`config.mk`:
```
export PLATFORM = sky130hd
export DESIGN_NAME = halton_jitter_offset
export DESIGN_NICKNAME = d
export VERILOG_FILES = /design/src/design/hjo_pkg.sv /design/src/design/hjo_datapath.sv /design/src/design/hjo_ctrl.sv /design/src/design/halton_jitter_offset.sv
export SDC_FILE = /design/constraint.sdc
export NUM_CORES = 1
export LEC_CHECK = 0
export BUFFER_PORTS_ARGS = -buffer_cell sky130_fd_sc_hd__buf_4
export CORE_ASPECT_RATIO = 1.5
export CORE_MARGIN = 2
export CORE_UTILIZATION = 67
export CTS_CLUSTER_DIAMETER = 150
export DETAILED_ROUTE_END_ITERATION = 8
export PLACE_DENSITY = 0.94
export SKIP_LAST_GASP = 1
export SYNTH_ARGS = -nofsm -noshare
export SYNTH_HDL_FRONTEND = slang
export SYNTH_SLANG_ARGS = --single-unit
```
`constraint.sdc`:
```
create_clock -name aclk -period 16.1 [get_ports aclk]
set_clock_uncertainty 0.15 [all_clocks]
set_input_delay 1.61 -clock aclk [delete_from_list [all_inputs] [get_ports aclk]]
set_output_delay 1.61 -clock aclk [all_outputs]
set_load 0.005 [all_outputs]
```
`src/design/hjo_pkg.sv`:
```
// ----------------------------------------------------------------------------
// hjo_pkg
// Shared types and constants for the Halton jitter offset generator.
// ----------------------------------------------------------------------------
package hjo_pkg;

    localparam int PHASE_W     = 8;
    localparam int INDEX_W     = 31;
    localparam int IDX_PAD_W   = 32;
    localparam int OUT_W       = 16;
    localparam int S_TDATA_W   = 32;
    localparam int M_TDATA_W   = 32;
    localparam int RADIX_BITS  = 4;
    localparam int MOD_STEPS   = IDX_PAD_W / RADIX_BITS;
    localparam int DEN_W       = 10;
    localparam int DIGIT_W     = 2;
    localparam int RECIP3      = 171;
    localparam int RECIP3_SHIFT = 9;

    localparam logic [PHASE_W-1:0] PHASE_COUNT_RESET = 8'd8;
    localparam int FRAC_BITS_DEFAULT       = 16;
    localparam int MAX_PHASE_COUNT_DEFAULT = 255;

    typedef struct packed {
        logic load;
        logic mod_step;
        logic dig_init;
        logic dig_step;
        logic div_init;
        logic div_step;
        logic res_load;
    } hjo_cmd_t;

    typedef struct packed {
        logic dig_last;
    } hjo_sts_t;

    function automatic int div_steps(input int frac_bits);
        return (frac_bits + RADIX_BITS - 1) / RADIX_BITS;
    endfunction

endpackage

```
`src/design/hjo_datapath.sv`:
```
// ----------------------------------------------------------------------------
// hjo_datapath
// Phase register, index remainder, base-3 digit reversal, fraction divider
// and result registers.
// ----------------------------------------------------------------------------
module hjo_datapath #(
    parameter int FRAC_BITS       = hjo_pkg::FRAC_BITS_DEFAULT,
    parameter int MAX_PHASE_COUNT = hjo_pkg::MAX_PHASE_COUNT_DEFAULT
) (
    input  logic                          aclk,
    input  logic                          aresetn,
    input  logic                          cfg_we,
    input  logic [hjo_pkg::PHASE_W-1:0]   cfg_wdata,
    input  logic [hjo_pkg::INDEX_W-1:0]   frame_index,
    input  hjo_pkg::hjo_cmd_t             cmd,
    output hjo_pkg::hjo_sts_t             sts,
    output logic [hjo_pkg::OUT_W-1:0]     jitter_x,
    output logic [hjo_pkg::OUT_W-1:0]     jitter_y
);

    localparam int PW       = hjo_pkg::PHASE_W;
    localparam int IW       = hjo_pkg::IDX_PAD_W;
    localparam int DW       = hjo_pkg::DEN_W;
    localparam int RB       = hjo_pkg::RADIX_BITS;
    localparam int OW       = hjo_pkg::OUT_W;
    localparam int DIV_STEPS = hjo_pkg::div_steps(FRAC_BITS);
    localparam int QUO_W    = DIV_STEPS * RB;
    localparam int EXT_W    = FRAC_BITS + OW;
    localparam int CLAMP_W  = 16;
    localparam int RECIP_W  = 9;
    localparam int PROD_W   = PW + RECIP_W;
    localparam logic [EXT_W-1:0] HALF = EXT_W'(1) << (FRAC_BITS - 1);

    logic [PW-1:0]        phase_count_reg;
    logic [PW-1:0]        pc_reg;
    logic [PW-1:0]        pc_eff;
    logic [IW-1:0]        idx_reg;
    logic [IW-1:0]        idx_step;
    logic [PW-1:0]        rem_reg;
    logic [PW-1:0]        rem_step;
    logic [PW-1:0]        nval_reg;
    logic [PW-1:0]        n_first;
    logic [FRAC_BITS-1:0] hx_reg;
    logic [FRAC_BITS-1:0] hx_next;
    logic [DW-1:0]        rev_reg;
    logic [DW-1:0]        den_reg;
    logic [DW-1:0]        rr_reg;
    logic [DW-1:0]        rr_step;
    logic [QUO_W-1:0]     quo_reg;
    logic [QUO_W-1:0]     quo_step;
    logic [PROD_W-1:0]    prod3;
    logic [PW-1:0]        q3;
    logic [PW:0]          three_q;
    logic [PW:0]          n_minus;
    logic [hjo_pkg::DIGIT_W-1:0] digit;
    logic [DW+1:0]        rev_x3;
    logic [DW+1:0]        den_x3;
    logic [PW:0]          mod_t;
    logic [PW-1:0]        mod_r;
    logic [IW-1:0]        mod_i;
    logic [DW:0]          div_t;
    logic [DW-1:0]        div_r;
    logic [QUO_W-1:0]     div_q;
    logic [EXT_W-1:0]     diff_x;
    logic [EXT_W-1:0]     diff_y;
    logic [OW-1:0]        jitter_x_reg;
    logic [OW-1:0]        jitter_y_reg;

    // zero phase count acts as one, large values saturate
    always_comb begin
        pc_eff = phase_count_reg;
        if (phase_count_reg == '0) begin
            pc_eff = PW'(1);
        end else if (CLAMP_W'(phase_count_reg) > CLAMP_W'(MAX_PHASE_COUNT)) begin
            pc_eff = PW'(MAX_PHASE_COUNT);
        end
    end

    // remainder, several bits of the index per cycle
    always_comb begin
        mod_r = rem_reg;
        mod_i = idx_reg;
        mod_t = '0;
        for (int j = 0; j < RB; j++) begin
            mod_t = {mod_r, mod_i[IW-1]};
            mod_i = {mod_i[IW-2:0], 1'b0};
            if (mod_t >= {1'b0, pc_reg}) begin
                mod_t = mod_t - {1'b0, pc_reg};
            end
            mod_r = mod_t[PW-1:0];
        end
        rem_step = mod_r;
        idx_step = mod_i;
    end

    assign n_first = rem_reg + PW'(1);

    // base-2 mirror needs no loop: digit i lands at weight 2^-(i+1)
    always_comb begin
        hx_next = '0;
        for (int i = 0; i < PW; i++) begin
            hx_next[FRAC_BITS-1-i] = n_first[i];
        end
    end

    // divide by three through the reciprocal, exact for 8-bit values
    assign prod3   = PROD_W'(nval_reg) * PROD_W'(hjo_pkg::RECIP3);
    assign q3      = prod3[hjo_pkg::RECIP3_SHIFT +: PW];
    assign three_q = {q3, 1'b0} + {1'b0, q3};
    assign n_minus = {1'b0, nval_reg} - three_q;
    assign digit   = n_minus[hjo_pkg::DIGIT_W-1:0];
    assign rev_x3  = {1'b0, rev_reg, 1'b0} + {2'b00, rev_reg} + (DW+2)'(digit);
    assign den_x3  = {1'b0, den_reg, 1'b0} + {2'b00, den_reg};
    assign sts.dig_last = (q3 == '0);

    // restoring division of rev by den, several quotient bits per cycle
    always_comb begin
        div_r = rr_reg;
        div_q = quo_reg;
        div_t = '0;
        for (int j = 0; j < RB; j++) begin
            div_t = {div_r, 1'b0};
            if (div_t >= {1'b0, den_reg}) begin
                div_t = div_t - {1'b0, den_reg};
                div_q = {div_q[QUO_W-2:0], 1'b1};
            end else begin
                div_q = {div_q[QUO_W-2:0], 1'b0};
            end
            div_r = div_t[DW-1:0];
        end
        rr_step  = div_r;
        quo_step = div_q;
    end

    assign diff_x = EXT_W'(hx_reg) - HALF;
    assign diff_y = EXT_W'(quo_reg[QUO_W-1 -: FRAC_BITS]) - HALF;

    always_ff @(posedge aclk) begin
        if (!aresetn) begin
            phase_count_reg <= hjo_pkg::PHASE_COUNT_RESET;
        end else if (cfg_we) begin
            phase_count_reg <= cfg_wdata;
        end
    end

    always_ff @(posedge aclk) begin
        if (cmd.load) begin
            idx_reg <= {1'b0, frame_index};
            rem_reg <= '0;
            pc_reg  <= pc_eff;
        end else if (cmd.mod_step) begin
            idx_reg <= idx_step;
            rem_reg <= rem_step;
        end
        if (cmd.dig_init) begin
            nval_reg <= n_first;
            hx_reg   <= hx_next;
            rev_reg  <= '0;
            den_reg  <= DW'(1);
        end else if (cmd.dig_step) begin
            nval_reg <= q3;
            rev_reg  <= rev_x3[DW-1:0];
            den_reg  <= den_x3[DW-1:0];
        end
        if (cmd.div_init) begin
            rr_reg  <= rev_reg;
            quo_reg <= '0;
        end else if (cmd.div_step) begin
            rr_reg  <= rr_step;
            quo_reg <= quo_step;
        end
        if (cmd.res_load) begin
            jitter_x_reg <= diff_x[OW-1:0];
            jitter_y_reg <= diff_y[OW-1:0];
        end
    end

    assign jitter_x = jitter_x_reg;
    assign jitter_y = jitter_y_reg;

endmodule

```
`src/design/hjo_ctrl.sv`:
```
// ----------------------------------------------------------------------------
// hjo_ctrl
// Sequencer for remainder, digit and division phases, and the output
// valid flag.
// ----------------------------------------------------------------------------
module hjo_ctrl #(
    parameter int FRAC_BITS = hjo_pkg::FRAC_BITS_DEFAULT
) (
    input  logic              aclk,
    input  logic              aresetn,
    input  logic              s_tvalid,
    output logic              s_tready,
    output logic              m_tvalid,
    input  logic              m_tready,
    input  hjo_pkg::hjo_sts_t sts,
    output hjo_pkg::hjo_cmd_t cmd
);

    localparam int DIV_STEPS = hjo_pkg::div_steps(FRAC_BITS);
    localparam int MAX_STEPS = (hjo_pkg::MOD_STEPS > DIV_STEPS) ?
                               hjo_pkg::MOD_STEPS : DIV_STEPS;
    localparam int CNT_W     = (MAX_STEPS > 1) ? $clog2(MAX_STEPS) : 1;

    typedef enum logic [2:0] {
        ST_IDLE,
        ST_MOD,
        ST_PREP,
        ST_DIGIT,
        ST_DIVPREP,
        ST_DIV,
        ST_DONE
    } state_t;

    state_t         state_reg;
    state_t         state_next;
    logic [CNT_W-1:0] cnt_reg;
    logic [CNT_W-1:0] cnt_next;
    logic           m_tvalid_reg;
    logic           m_tvalid_next;
    logic           out_free;

    assign out_free = !m_tvalid_reg || m_tready;

    always_comb begin
        state_next    = state_reg;
        cnt_next      = cnt_reg;
        m_tvalid_next = m_tvalid_reg && !m_tready;
        cmd           = '0;
        case (state_reg)
            ST_IDLE: begin
                if (s_tvalid) begin
                    cmd.load   = 1'b1;
                    cnt_next   = '0;
                    state_next = ST_MOD;
                end
            end
            ST_MOD: begin
                cmd.mod_step = 1'b1;
                cnt_next     = cnt_reg + CNT_W'(1);
                if (cnt_reg == CNT_W'(hjo_pkg::MOD_STEPS - 1)) begin
                    state_next = ST_PREP;
                end
            end
            ST_PREP: begin
                cmd.dig_init = 1'b1;
                state_next   = ST_DIGIT;
            end
            ST_DIGIT: begin
                cmd.dig_step = 1'b1;
                if (sts.dig_last) begin
                    state_next = ST_DIVPREP;
                end
            end
            ST_DIVPREP: begin
                cmd.div_init = 1'b1;
                cnt_next     = '0;
                state_next   = ST_DIV;
            end
            ST_DIV: begin
                cmd.div_step = 1'b1;
                cnt_next     = cnt_reg + CNT_W'(1);
                if (cnt_reg == CNT_W'(DIV_STEPS - 1)) begin
                    state_next = ST_DONE;
                end
            end
            ST_DONE: begin
                // wait for the previous transaction to leave the output register
                if (out_free) begin
                    cmd.res_load  = 1'b1;
                    m_tvalid_next = 1'b1;
                    state_next    = ST_IDLE;
                end
            end
            default: begin
                state_next = ST_IDLE;
            end
        endcase
    end

    always_ff @(posedge aclk) begin
        if (!aresetn) begin
            state_reg    <= ST_IDLE;
            cnt_reg      <= '0;
            m_tvalid_reg <= 1'b0;
        end else begin
            state_reg    <= state_next;
            cnt_reg      <= cnt_next;
            m_tvalid_reg <= m_tvalid_next;
        end
    end

    assign s_tready = (state_reg == ST_IDLE);
    assign m_tvalid = m_tvalid_reg;

endmodule

```
`src/design/halton_jitter_offset.sv`:
```
// Each input transaction runs the 4-bit-per-cycle remainder loop over the index,
// then the digit loop over the k (1..6) base-3 digits of the remainder plus one,
// then the 4-bit-per-cycle divider; s_tready is high only while the sequencer is
// idle, so a new item is taken only after the last result is loaded for output.
// Reset: synchronous active-low aresetn; phase count returns to 8, no output pending.
// ----------------------------------------------------------------------------
// halton_jitter_offset
// Base-2 / base-3 Halton subpixel jitter pair in signed fixed point.
// ----------------------------------------------------------------------------
module halton_jitter_offset #(
    parameter int FRAC_BITS       = hjo_pkg::FRAC_BITS_DEFAULT,
    parameter int MAX_PHASE_COUNT = hjo_pkg::MAX_PHASE_COUNT_DEFAULT
) (
    input  logic                           aclk,
    input  logic                           aresetn,
    input  logic                           cfg_we,
    input  logic [hjo_pkg::PHASE_W-1:0]    cfg_wdata,    // phase_count
    input  logic                           s_tvalid,
    output logic                           s_tready,
    input  logic [hjo_pkg::S_TDATA_W-1:0]  s_tdata,      // [30:0] frame_index
    output logic                           m_tvalid,
    input  logic                           m_tready,
    output logic [hjo_pkg::M_TDATA_W-1:0]  m_tdata       // [15:0] jitter_x, [31:16] jitter_y
);

    hjo_pkg::hjo_cmd_t          cmd;
    hjo_pkg::hjo_sts_t          sts;
    logic [hjo_pkg::OUT_W-1:0]  jitter_x;
    logic [hjo_pkg::OUT_W-1:0]  jitter_y;

    hjo_ctrl #(
        .FRAC_BITS (FRAC_BITS)
    ) u_ctrl (
        .aclk     (aclk),
        .aresetn  (aresetn),
        .s_tvalid (s_tvalid),
        .s_tready (s_tready),
        .m_tvalid (m_tvalid),
        .m_tready (m_tready),
        .sts      (sts),
        .cmd      (cmd)
    );

    hjo_datapath #(
        .FRAC_BITS       (FRAC_BITS),
        .MAX_PHASE_COUNT (MAX_PHASE_COUNT)
    ) u_datapath (
        .aclk        (aclk),
        .aresetn     (aresetn),
        .cfg_we      (cfg_we),
        .cfg_wdata   (cfg_wdata),
        .frame_index (s_tdata[hjo_pkg::INDEX_W-1:0]),
        .cmd         (cmd),
        .sts         (sts),
        .jitter_x    (jitter_x),
        .jitter_y    (jitter_y)
    );

    assign m_tdata = {jitter_y, jitter_x};

endmodule
```
-- After elaboration in Yosys (flattened, before gate mapping)
Cells that the tools add are included.
- register bits: 157
- latch bits: 0
- bits in writable memories: 0
- ROM bits: 0
- bits of input ports: 45
- output and inout bits: 34
- word-level logic and storage cells: 106
- memories: 0
- add/subtract/negate cells: 17
- multiply operators: 1
- div/mod/pow operators: 0
- $lt $le $gt $ge: 8
- equality and inequality tests: 13
- shifts and indexed selects: 0
- multiplexer cells: 37
- bitwise logic cells: 0
- reduce and logical (&&, ||, !) cells: 14
- operators with widths (cell ; number):
    $mux 31 ; 2
    $mux 10 ; 6
    $mux 8 ; 6
    $ge 11x10->1 ; 4
    $sub 10x10->10 ; 4
    $ge 9x8->1 ; 4
    $sub 16x16->16 const B ; 2
    $sub 8x8->8 ; 4
    $pmux 3 s7 ; 1
    $add 10x10->10 ; 2
    $mux 3 ; 6
    $logic_not 8->1 ; 2
    $mul 8x8->16 const B ; 1
    $mux 1 ; 15
    $eq 3x3->1 const B ; 4
    $add 10x2->10 ; 1
    $eq 3x2->1 const B ; 3
    $pmux 3 s3 ; 1
    $add 8x1->8 const B ; 1
    $ne 2x1->1 const B ; 3
    $reduce_bool 2->1 ; 3
    $reduce_and 5->1 ; 1
    $ne 2x2->1 const B ; 2
    $add 3x1->3 const B ; 1
    10 further kinds ; 11

-- Logic depth before layout (Yosys ltp)
Gate-level depths: netlist of run 1.
- word-level depth: 10
- depth in mapped cells: 41

-- By module
From an unflattened synthesis of run 1, not the netlist that was laid out.
- cell total of the unflattened synthesis: 1161
- area, all modules: 11409.7 sq um
- modules (own cells, without submodules) (module ; times used ; cells each ; area each (sq um)):
    hjo_datapath ; 1 ; 1107 ; 10918.0
    hjo_ctrl ; 1 ; 54 ; 491.7

-- Worst setup path after synthesis of run 1
OpenSTA, ideal clock, no wires.
- kind: register to register
- start: register u_datapath.den_reg[1]
- end: register u_datapath.rr_reg[7] (data pin)
- setup time: 0.259 ns
- data arrival time: 8.583 ns
- data required time: 15.691 ns
- setup slack: 7.108 ns
- stages on the path, launching flop included: 42
- path buffers: 5
- clock period less this slack: 8.992 ns
- cells stage by stage: dfxtp_1 > inv_1 > ha_1 > inv_1 > fa_1 > nor2b_1 > o31a_1 > o221ai_2 > nand2_2 > buf_6 > mux2_2 > inv_1 > ha_1 > nor2b_1 > o2111ai_1 > a41o_1 > nand2_1 > a211oi_2 > [... 6 more ...] > nor2_1 > o41ai_1 > o2111a_1 > a21o_1 > buf_4 > buf_2 > mux2_2 > ha_1 > a21o_1 > a21oi_1 > nor2b_1 > o31a_1 > or2_2 > a31o_2 > a211oi_2 > buf_6 > nor3_1 > a211o_1
- longest elaborated chain between the ends: 10
- elaborated cells on any way between the ends: 14
- those cells by class: 4 x add/sub; 4 x order compare; 6 x mux
- ends and longest elaborated chain (element ; line ; text):
    start, declared ; hjo_datapath.sv:46 ; logic [DW-1:0] den_reg;
    start signal, assigned ; hjo_datapath.sv:163 ; den_reg <= den_x3[DW-1:0];
    $sub 10x10->10 or $ge 11x10->1 (tied branches) ; hjo_datapath.sv:124, hjo_datapath.sv:123 ;
    $mux 10 ; hjo_datapath.sv:123 ; if (div_t >= {1'b0, den_reg}) begin
    $sub 10x10->10 or $ge 11x10->1 (tied branches) ; hjo_datapath.sv:124, hjo_datapath.sv:123 ;
    $mux 10 ; hjo_datapath.sv:123 ;
    $sub 10x10->10 or $ge 11x10->1 (tied branches) ; hjo_datapath.sv:124, hjo_datapath.sv:123 ;
    $mux 10 ; hjo_datapath.sv:123 ;
    $sub 10x10->10 or $ge 11x10->1 (tied branches) ; hjo_datapath.sv:124, hjo_datapath.sv:123 ;
    $mux 10 (*) ; hjo_datapath.sv:123 ;
    $mux 10 (*) ; hjo_datapath.sv:168 ; end else if (cmd.div_step) begin
    $mux 10 (*) ; hjo_datapath.sv:165 ; if (cmd.div_init) begin
    end signal, assigned ; hjo_datapath.sv:166 ; rr_reg <= rev_reg;
    end signal, assigned ; hjo_datapath.sv:169 ; rr_reg <= rr_step;
    end, declared ; hjo_datapath.sv:47 ; logic [DW-1:0] rr_reg;
Mark *: on every way between the ends. The rest lies on a longest branch, timed or not. The select of a mux whose other input is x is not followed.
A chain may end at the register's enable or synchronous reset.

-- Worst setup path after layout of run 1
- start: register u_datapath.den_reg[1]
- end: register u_datapath.rr_reg[8] (data pin)
The elaborated chain is that of the path after synthesis.

==> impl_metrics.tcl, run 1 <==
set metrics [dict create \
    initial_core_util_pct 68.5 \
    synthAdderAreaFrac_pct 19.8 \
    n_antenna_cell 0 \
    synth-xor-area-share_pct 5.22 \
    synth.distinct_cells 75 \
    drive_above_1_share_pct 15.5 \
    rr_worst_depth 36 \
    timing.slew.headroom_pct 13.8 \
    clock_latency_ns 0.43 \
    place_hpwl_um 19900 \
    synth_edf_count 89 \
    placed_area_mm2 0.0117 \
    synth_ff_type "edfxtp_1" \
    hold_ws_ns 0.272 \
    critPathKind "reg -> reg" \
    portBuffers 69 \
    critPathCaptureType "register" \
    synth_seq_area_share_pct 34.8 \
    final_util_pct 76.1 \
    rsz0062_at_grt "false" \
    antenna_found_initial 0 \
    die_x_um 109 \
    die-area_mm2 0.0176 \
    maxCapViolCount 0 \
    setup_viol 0 \
    drtAntennaViolNets 0 \
    synth_top_family_by_area "adder cells" \
    outcome "finished clean" \
    fin_crit_sh_pct 70.0 \
    clock_sinks 148 \
    cp.arrival_ns 11.31 \
    cts_setup_buffers 0 \
    synth_commonest_cells "ha_1 (139), inv_1 (112), edfxtp_1 (89)" \
    worst_slew_pin_slew_ns 1.29 \
    async_reset_ff_share_pct 0 \
    tns_ns 0 \
    grt_first_pass_wirelength_um 45600 \
    slowest_delay_ns 0.89 \
    critPathSlowestCell "a211oi_2" \
    ys_top_cells_by_area "edfxtp_1 (24%), ha_1 (16%), dfxtp_1 (11%)" \
    grt_usage_pct 33.6 \
    clkTransAtPathRegs_ns 0.07 \
    cts_buffers 17 \
    drv_slew 0 \
    drt_iter0_drc 843 \
    synthMuxAreaShare_pct 7.33 \
    synth.largest_area_cell "edfxtp_1" \
    via_count 8901 \
    required_ns 16.14 \
    gp_congestion 0.973 \
    drc_errors 0 \
    hold_buffers 0 \
    cts_max_path_buffers 2 \
    drt-pass1-iter-count 6 \
    core_area_mm2 0.0162 \
    ys_ff_latch 148 \
    crit-reg2reg-launch "u_datapath.den_reg[1]$_SDFFE_PP0P_" \
    post-route-min-period_ns 11.27 \
    max_freq_mhz 88.8 \
    fp.dieH_um 162 \
    synth.most_common_cell "ha_1" \
    grt_pass1_vias 9210 \
    synth_simple_gate_area_share_pct 11.0 \
    hp-class "reg -> reg" \
    largest_reg_flops 32 \
    avgSynthCellArea_um2 9.95 \
    cpMostUsedCell "inv_1" \
    io_pins 79 \
    hp-start "u_datapath.hx_reg[8]$_DFFE_PP_" \
    routedWlPerCell_um 20.3 \
    synth_compound_area_share_pct 16.1 \
    hold_viol_final 0 \
    whs_endpoint "u_datapath.jitter_x[8]$_DFFE_PP_" \
    reg2reg_setup_slack_ns 4.83 \
    cts_tree "yes" \
    synth_area_mm2 0.0111 \
    worstSetupStartpointType "register" \
    netlist_instances 1114 \
    fin_nets 1379 \
    r2r-end "u_datapath.rr_reg[8]$_DFFE_PP_" \
    hold-path-cell-count 0 \
    root_buffer "clkbuf_16" \
    ctsResizeCount 0 \
    htreeDepth 4 \
    routed_wl_um 28200 \
    viasPerCell 6.40 \
    yosysWarnings 0 \
    overflow 0 \
    synth_top_cell_area_share_pct 24.1 \
    crit_path_max_fanout 19 \
    num_rows 57 \
    postLayoutCellArea_mm2 0.0123 \
    syn2layout_area_growth_pct 11.1 \
    grt_max_degree 38 \
]
layout by cell type, fill, tap and decap left out, drive strengths merged, types with 16 or more instances in the layout:
cell type and n:
edfxtp 89, nand2b 16, clkbuf 17, dfxtp 59, nor2 58, a21oi 45
nand2 72, nor2b 20, mux2 52, ha 139, o21ai 64, buf 73
xnor2 42, xor2 24, fa 23, nand3 22, mux2i 21, inv 123
a21o 22
through the flow:
stage	setup slack [ns]	cells
after floorplan	7.11	1121
after global placement	5.35	1359
after detailed placement	5.03	1359
after CTS	4.98	1391
after global routing	4.15	1391
final	4.83	1391
final cells by class:
class / instances / area [µm²]
clock buffers: 17 / 425
clock inverters: 15 / 183
fillers: 956 / 3870
inverters: 114 / 428
multi-input cells: 818 / 6620
flip-flops and latches: 148 / 3850
well taps: 206 / 258
repair buffers: 73 / 548
how the worst max path moves through the flow:
| stage | start | to | cells past startpoint |
|---|---|---|---|
| CTS | u_datapath.den_reg[1]$_SDFFE_PP0P_ | u_datapath.rr_reg[8]$_DFFE_PP_ | 36 |
| global placement | u_datapath.den_reg[1]$_SDFFE_PP0P_ | u_datapath.rr_reg[8]$_DFFE_PP_ | 36 |
| floorplan | u_datapath.den_reg[1]$_SDFFE_PP0P_ | u_datapath.rr_reg[7]$_DFFE_PP_ | 41 |
| detailed placement | u_datapath.den_reg[1]$_SDFFE_PP0P_ | u_datapath.rr_reg[8]$_DFFE_PP_ | 36 |
| finish | u_datapath.den_reg[1]$_SDFFE_PP0P_ | u_datapath.rr_reg[8]$_DFFE_PP_ | 36 |
| global route | u_datapath.den_reg[1]$_SDFFE_PP0P_ | u_datapath.rr_reg[8]$_DFFE_PP_ | 36 |
logic make-up (layout without fill, tap and decap cells):
logic type / count (synthesis) / in the layout
compound gates: 259 / 259
simple gates: 250 / 250
fa+ha+maj: 162 / 162
buf+inv: 155 / 219
flops: 148 / 148
mux: 73 / 73
xor+xnor: 66 / 66
other cells: 1 / 8
layer usage:
| metal | track usage, % | vias up | routed length [µm] |
|---|---|---|---|
| met5 | 0 | - | 0 |
| li1 | - | 4134 | - |
| met2 | 58.6 | 413 | 14800 |
| met1 | 35.5 | 4203 | 9830 |
| met3 | 6.30 | 151 | 1580 |
| met4 | 23.4 | 0 | 2000 |
critical path: cells and delay by family (launching register included):
kind                     cells  cell delay [ns]
AO/OA/AOI/OAI               18             6.24
adder cells (fa/ha/maj)      6             2.13
buffers and inverters        4             0.51
flip-flops                   1             0.38
multiplexers                 1             0.40
AND/OR/NAND/NOR              7             1.19
Power of run 1 is not shown: default switching activity piles up to over one toggle a cycle in this logic, so the estimate is an artifact.
==> run 2: changes to the inputs <==
--- a/config.mk
+++ b/config.mk
@@ -8,10 +8,10 @@
 export BUFFER_PORTS_ARGS = -buffer_cell sky130_fd_sc_hd__buf_4
 export CORE_ASPECT_RATIO = 1.5
 export CORE_MARGIN = 2
-export CORE_UTILIZATION = 67
+export CORE_UTILIZATION = 56
 export CTS_CLUSTER_DIAMETER = 150
 export DETAILED_ROUTE_END_ITERATION = 8
-export PLACE_DENSITY = 0.94
+export PLACE_DENSITY = 0.85
 export SKIP_LAST_GASP = 1
 export SYNTH_ARGS = -nofsm -noshare
 export SYNTH_HDL_FRONTEND = slang
==> constraint.sdc (replaced) <==
create_clock -name aclk -period 10.2 [get_ports aclk]
set_clock_uncertainty 0.15 [all_clocks]
set_input_delay 1.02 -clock aclk [delete_from_list [all_inputs] [get_ports aclk]]
set_output_delay 1.02 -clock aclk [all_outputs]
set_load 0.005 [all_outputs]
==> impl_metrics.tcl, run 2 (same netlist as run 1, synthesis figures left out) <==
set metrics [dict create \
    core_area_mm2 0.0196 \
    grt_pass1_vias 8738 \
    die_x_um 119 \
    hold_viol_final 0 \
    rsz0062_at_grt "false" \
    drc_errors 0 \
    hp-class "reg -> reg" \
    fin_crit_sh_pct 92.0 \
    syn2layout_area_growth_pct 11.8 \
    grt_first_pass_wirelength_um 40000 \
    n_antenna_cell 0 \
    setup_viol 0 \
    io_pins 79 \
    slowest_delay_ns 0.41 \
    gp_congestion 0.927 \
    worst_slew_pin_slew_ns 1.19 \
    num_rows 63 \
    tns_ns 0 \
    outcome "finished clean" \
    via_count 8536 \
    drt_iter0_drc 564 \
    max_freq_mhz 107 \
    crit_path_max_fanout 17 \
    worstSetupStartpointType "register" \
    maxCapViolCount 0 \
    routed_wl_um 24600 \
    clock_latency_ns 0.42 \
    largest_reg_flops 32 \
    hold_buffers 0 \
    initial_core_util_pct 56.5 \
    cts_buffers 17 \
    fp.dieH_um 176 \
    overflow 0 \
    cts_max_path_buffers 2 \
    grt_max_degree 38 \
    drt-pass1-iter-count 5 \
    num-fill-cells 1493 \
    root_buffer "clkbuf_16" \
    viasPerCell 5.89 \
    final_cell_mix "ha_1 (139), inv_1 (112), edfxtp_1 (89)" \
    mostFrequentLayoutCell "ha_1" \
    multiInputGateArea_mm2 0.00662 \
    post-route-min-period_ns 9.39 \
    fin_nets 1383 \
    cp.arrival_ns 9.42 \
    portBuffers 69 \
    critPathCaptureType "register" \
    critPathSlowestCell "fa_1" \
    cts_setup_buffers 0 \
    die-area_mm2 0.0210 \
    cts_tree "yes" \
    register_area_mm2 0.00385 \
    routedWlPerCell_um 17.0 \
    required_ns 10.23 \
    clock_sinks 148 \
    drtAntennaViolNets 0 \
    antenna_found_initial 0 \
    critPathKind "reg -> reg" \
    grt_usage_pct 23.7 \
    drv_slew 0 \
    place_hpwl_um 18900 \
    clkTransAtPathRegs_ns 0.07 \
    htreeDepth 4 \
    drive_above_1_share_pct 15.6 \
    timing.slew.headroom_pct 20.8 \
    ctsResizeCount 0 \
]
-- run 2: cell types whose count changed in the layout (fill, tap and decap cells not counted), sizes merged --
cell	before	now
clkinvlp	0	2
inv	123	117
buf	73	77
clkbuf	17	18
clkinv	4	7
-- run 2: final timing paths --
check	endpoint	cells after the start	slack, ns	startpoint
worst max-delay path	u_datapath.rr_reg[7]$_DFFE_PP_	38	0.81	u_datapath.den_reg[1]$_SDFFE_PP0P_
worst min-delay path	u_datapath.jitter_x[13]$_DFFE_PP_	0	0.27	u_datapath.hx_reg[13]$_DFFE_PP_
worst max register to register	u_datapath.rr_reg[7]$_DFFE_PP_	38	0.81	u_datapath.den_reg[1]$_SDFFE_PP0P_
worst min register to register	u_datapath.jitter_x[13]$_DFFE_PP_	0	0.27	u_datapath.hx_reg[13]$_DFFE_PP_
-- run 2: final cells by class --
cell class / instances / share of cell area [%]
multi-input cells: 818 / 53.4
flip-flops and latches: 148 / 31.1
repair buffers: 77 / 4.67
clock buffers: 18 / 3.47
inverters: 114 / 3.45
well taps: 260 / 2.63
clock inverters: 14 / 1.23
-- run 2: per-layer routing --
metal  wire length, µm  GRT usage, %  share of wire [%]  vias up
met3               797          3.49                3.2      102
met2             13400          44.9                 54      208
met4              1480          16.2                6.0        0
met5                 0             0                  0        -
li1                  -             -                  -     4149
met1              8950          23.5                 36     4077
-- run 2: critical path: cells and delay by family, from the launching register on --
kind,cells,cell delay [ns]
AOI/OAI and AO/OA,15,3.50
adders and majority gates,5,1.52
buffers and inverters,7,1.25
DFF,1,0.37
muxes,3,1.09
and+or+nand+nor,8,1.27
-- run 2: metrics by stage --
step | hold WS [ns] | setup WS, ns | util [%] | instances | cell area [µm²]
4_1_cts | 0.270 | 0.869 | 63.1 | 1449 | 12400
2_1_floorplan | 0.250 | 1.21 | - | 1121 | 11100
3_5_place_dp | 0.256 | 0.881 | 60.1 | 1417 | 11800
3_3_place_gp | 0.252 | 1.07 | 60.1 | 1417 | 11800
6_report | 0.269 | 0.812 | 63.1 | 1449 | 12400
5_1_grt | 0.287 | 0.181 | 63.1 | 1449 | 12400
Power of run 2 is left out for the same reason.
==> run 3: changes to the inputs <==
--- a/config.mk
+++ b/config.mk
@@ -8,11 +8,13 @@
 export BUFFER_PORTS_ARGS = -buffer_cell sky130_fd_sc_hd__buf_4
 export CORE_ASPECT_RATIO = 1.5
 export CORE_MARGIN = 2
-export CORE_UTILIZATION = 56
+export CORE_UTILIZATION = 30
 export CTS_CLUSTER_DIAMETER = 150
 export DETAILED_ROUTE_END_ITERATION = 8
-export PLACE_DENSITY = 0.85
+export PLACE_DENSITY = 0.54
+export SETUP_SLACK_MARGIN = 0.02
 export SKIP_LAST_GASP = 1
 export SYNTH_ARGS = -nofsm -noshare
 export SYNTH_HDL_FRONTEND = slang
 export SYNTH_SLANG_ARGS = --single-unit
+export TNS_END_PERCENT = 20
==> impl_metrics.tcl, run 3 (same netlist as run 1, synthesis figures left out) <==
set metrics [dict create \
    drt_iter0_drc 415 \
    clkTransAtPathRegs_ns 0.07 \
    num_rows 86 \
    routedWlPerCell_um 15.7 \
    io_pins 79 \
    multiInputGateArea_mm2 0.00663 \
    drc_errors 0 \
    worstSetupStartpointType "register" \
    hp-class "reg -> reg" \
    max_freq_mhz 105 \
    root_buffer "clkbuf_16" \
    cts_buffers 17 \
    drtAntennaViolNets 0 \
    grt_first_pass_wirelength_um 42600 \
    maxCapViolCount 0 \
    antenna_found_initial 1 \
    outcome "finished clean" \
    grt_usage_pct 14.0 \
    largest_reg_flops 32 \
    finalNonFillerCells 1677 \
    required_ns 10.25 \
    core_area_mm2 0.0366 \
    drive_above_1_share_pct 16.1 \
    place_hpwl_um 20700 \
    viasPerCell 4.95 \
    critPathSlowestCell "a211oi_4" \
    fp.dieH_um 239 \
    critPathKind "reg -> reg" \
    cp.arrival_ns 9.54 \
    slowest_delay_ns 0.43 \
    gp_congestion 0.850 \
    drv_slew 0 \
    post-route-min-period_ns 9.49 \
    syn2layout_area_growth_pct 15.0 \
    worst_slew_pin_slew_ns 0.908 \
    tns_ns 0 \
    setup_viol 0 \
    final_util_pct 34.8 \
    rsz0062_at_grt "false" \
    mostFrequentLayoutCell "ha_1" \
    initial_core_util_pct 30.3 \
    htreeDepth 4 \
    grt_max_degree 39 \
    dp_cells 1645 \
    critPathCaptureType "register" \
    fin_nets 1387 \
    num-fill-cells 3782 \
    grtUsageMet2_pct 27.6 \
    placed_area_mm2 0.0121 \
    top_usage_layer "met2" \
    grt_pass1_vias 8275 \
    timing.slew.headroom_pct 39.2 \
    fin_crit_sh_pct 93.1 \
    gr-usage-met3_pct 1.99 \
    via_count 8308 \
    n_antenna_cell 0 \
    cts_max_path_buffers 2 \
    postLayoutCellArea_mm2 0.0127 \
    die_x_um 161 \
    overflow 0 \
    clock_latency_ns 0.44 \
    drt-pass1-iter-count 5 \
    cts_setup_buffers 0 \
    routed_wl_um 26300 \
    portBuffers 69 \
    die-area_mm2 0.0385 \
    hold_viol_final 0 \
    clock_sinks 148 \
    register_area_mm2 0.00385 \
    grtUsageMet1_pct 14.4 \
    cts_tree "yes" \
    final_cell_mix "ha_1 (139), inv_1 (112), edfxtp_1 (89)" \
    crit_path_max_fanout 11 \
]
run 3: changes by cell type in the layout (fill, tap and decap cells not counted):
| cell | delta |
|---|---|
| inv_8 | +3 |
| clkinv_1 | -1 |
| clkinvlp_4 | -1 |
| a211oi_2 | -1 |
| clkinv_4 | -1 |
| inv_6 | +1 |
| clkbuf_1 | -1 |
| a211oi_4 | +1 |
| buf_4 | +4 |
| clkbuf_8 | +1 |
| clkinv_2 | -2 |
| clkinv_8 | +1 |
run 3: final cells by class:
cell class,instances,share of cell area [%]
clock buffer,18,3.45
timing repair buffer,81,4.77
multi-input combinational,818,52.0
tap,484,4.75
clock inverter,14,1.42
sequential,148,30.2
inverter,114,3.36
run 3: through the flow:
stage	setup slack (ns)	hold WS [ns]
2_1_floorplan	1.21	0.250
3_3_place_gp	0.624	0.254
3_5_place_dp	0.540	0.255
4_1_cts	0.534	0.270
5_1_grt	0.0555	0.281
6_report	0.708	0.270
run 3: worst paths after layout:
kind / startpoint / endpoint / slack (ns) / cells after the start
max: u_datapath.den_reg[1]$_SDFFE_PP0P_ / u_datapath.rr_reg[7]$_DFFE_PP_ / 0.71 / 38
min reg2reg: u_datapath.hx_reg[8]$_DFFE_PP_ / u_datapath.jitter_x[8]$_DFFE_PP_ / 0.27 / 0
max reg2reg: u_datapath.den_reg[1]$_SDFFE_PP0P_ / u_datapath.rr_reg[7]$_DFFE_PP_ / 0.71 / 38
min: u_datapath.hx_reg[8]$_DFFE_PP_ / u_datapath.jitter_x[8]$_DFFE_PP_ / 0.27 / 0
run 3: worst max-delay path: cells and delay by family (launching register included):
family | cells | cell delay [ns]
and+or+nand+nor | 10 | 1.66
DFF | 1 | 0.36
adders and majority gates | 6 | 1.85
AOI/OAI and AO/OA | 14 | 3.55
muxes | 2 | 0.78
buffers and inverters | 6 | 0.91
run 3: metal layers:
| metal | vias up | share of wire [%] |
|---|---|---|
| li1 | 4152 | - |
| met1 | 4014 | 39 |
| met2 | 101 | 56 |
| met3 | 39 | 2.3 |
| met4 | 2 | 3.3 |
| met5 | - | 0.049 |
run 3: timing repair:
| action | 4_1_cts | 5_1_grt |
|---|---|---|
| hold endpoints to repair | 0 | 0 |
| endpoints found under the setup margin | 0 | 9 |
| resized for setup | 0 | 1 |
| hold buffers | 0 | 0 |
Power of run 3 is left out for the same reason.
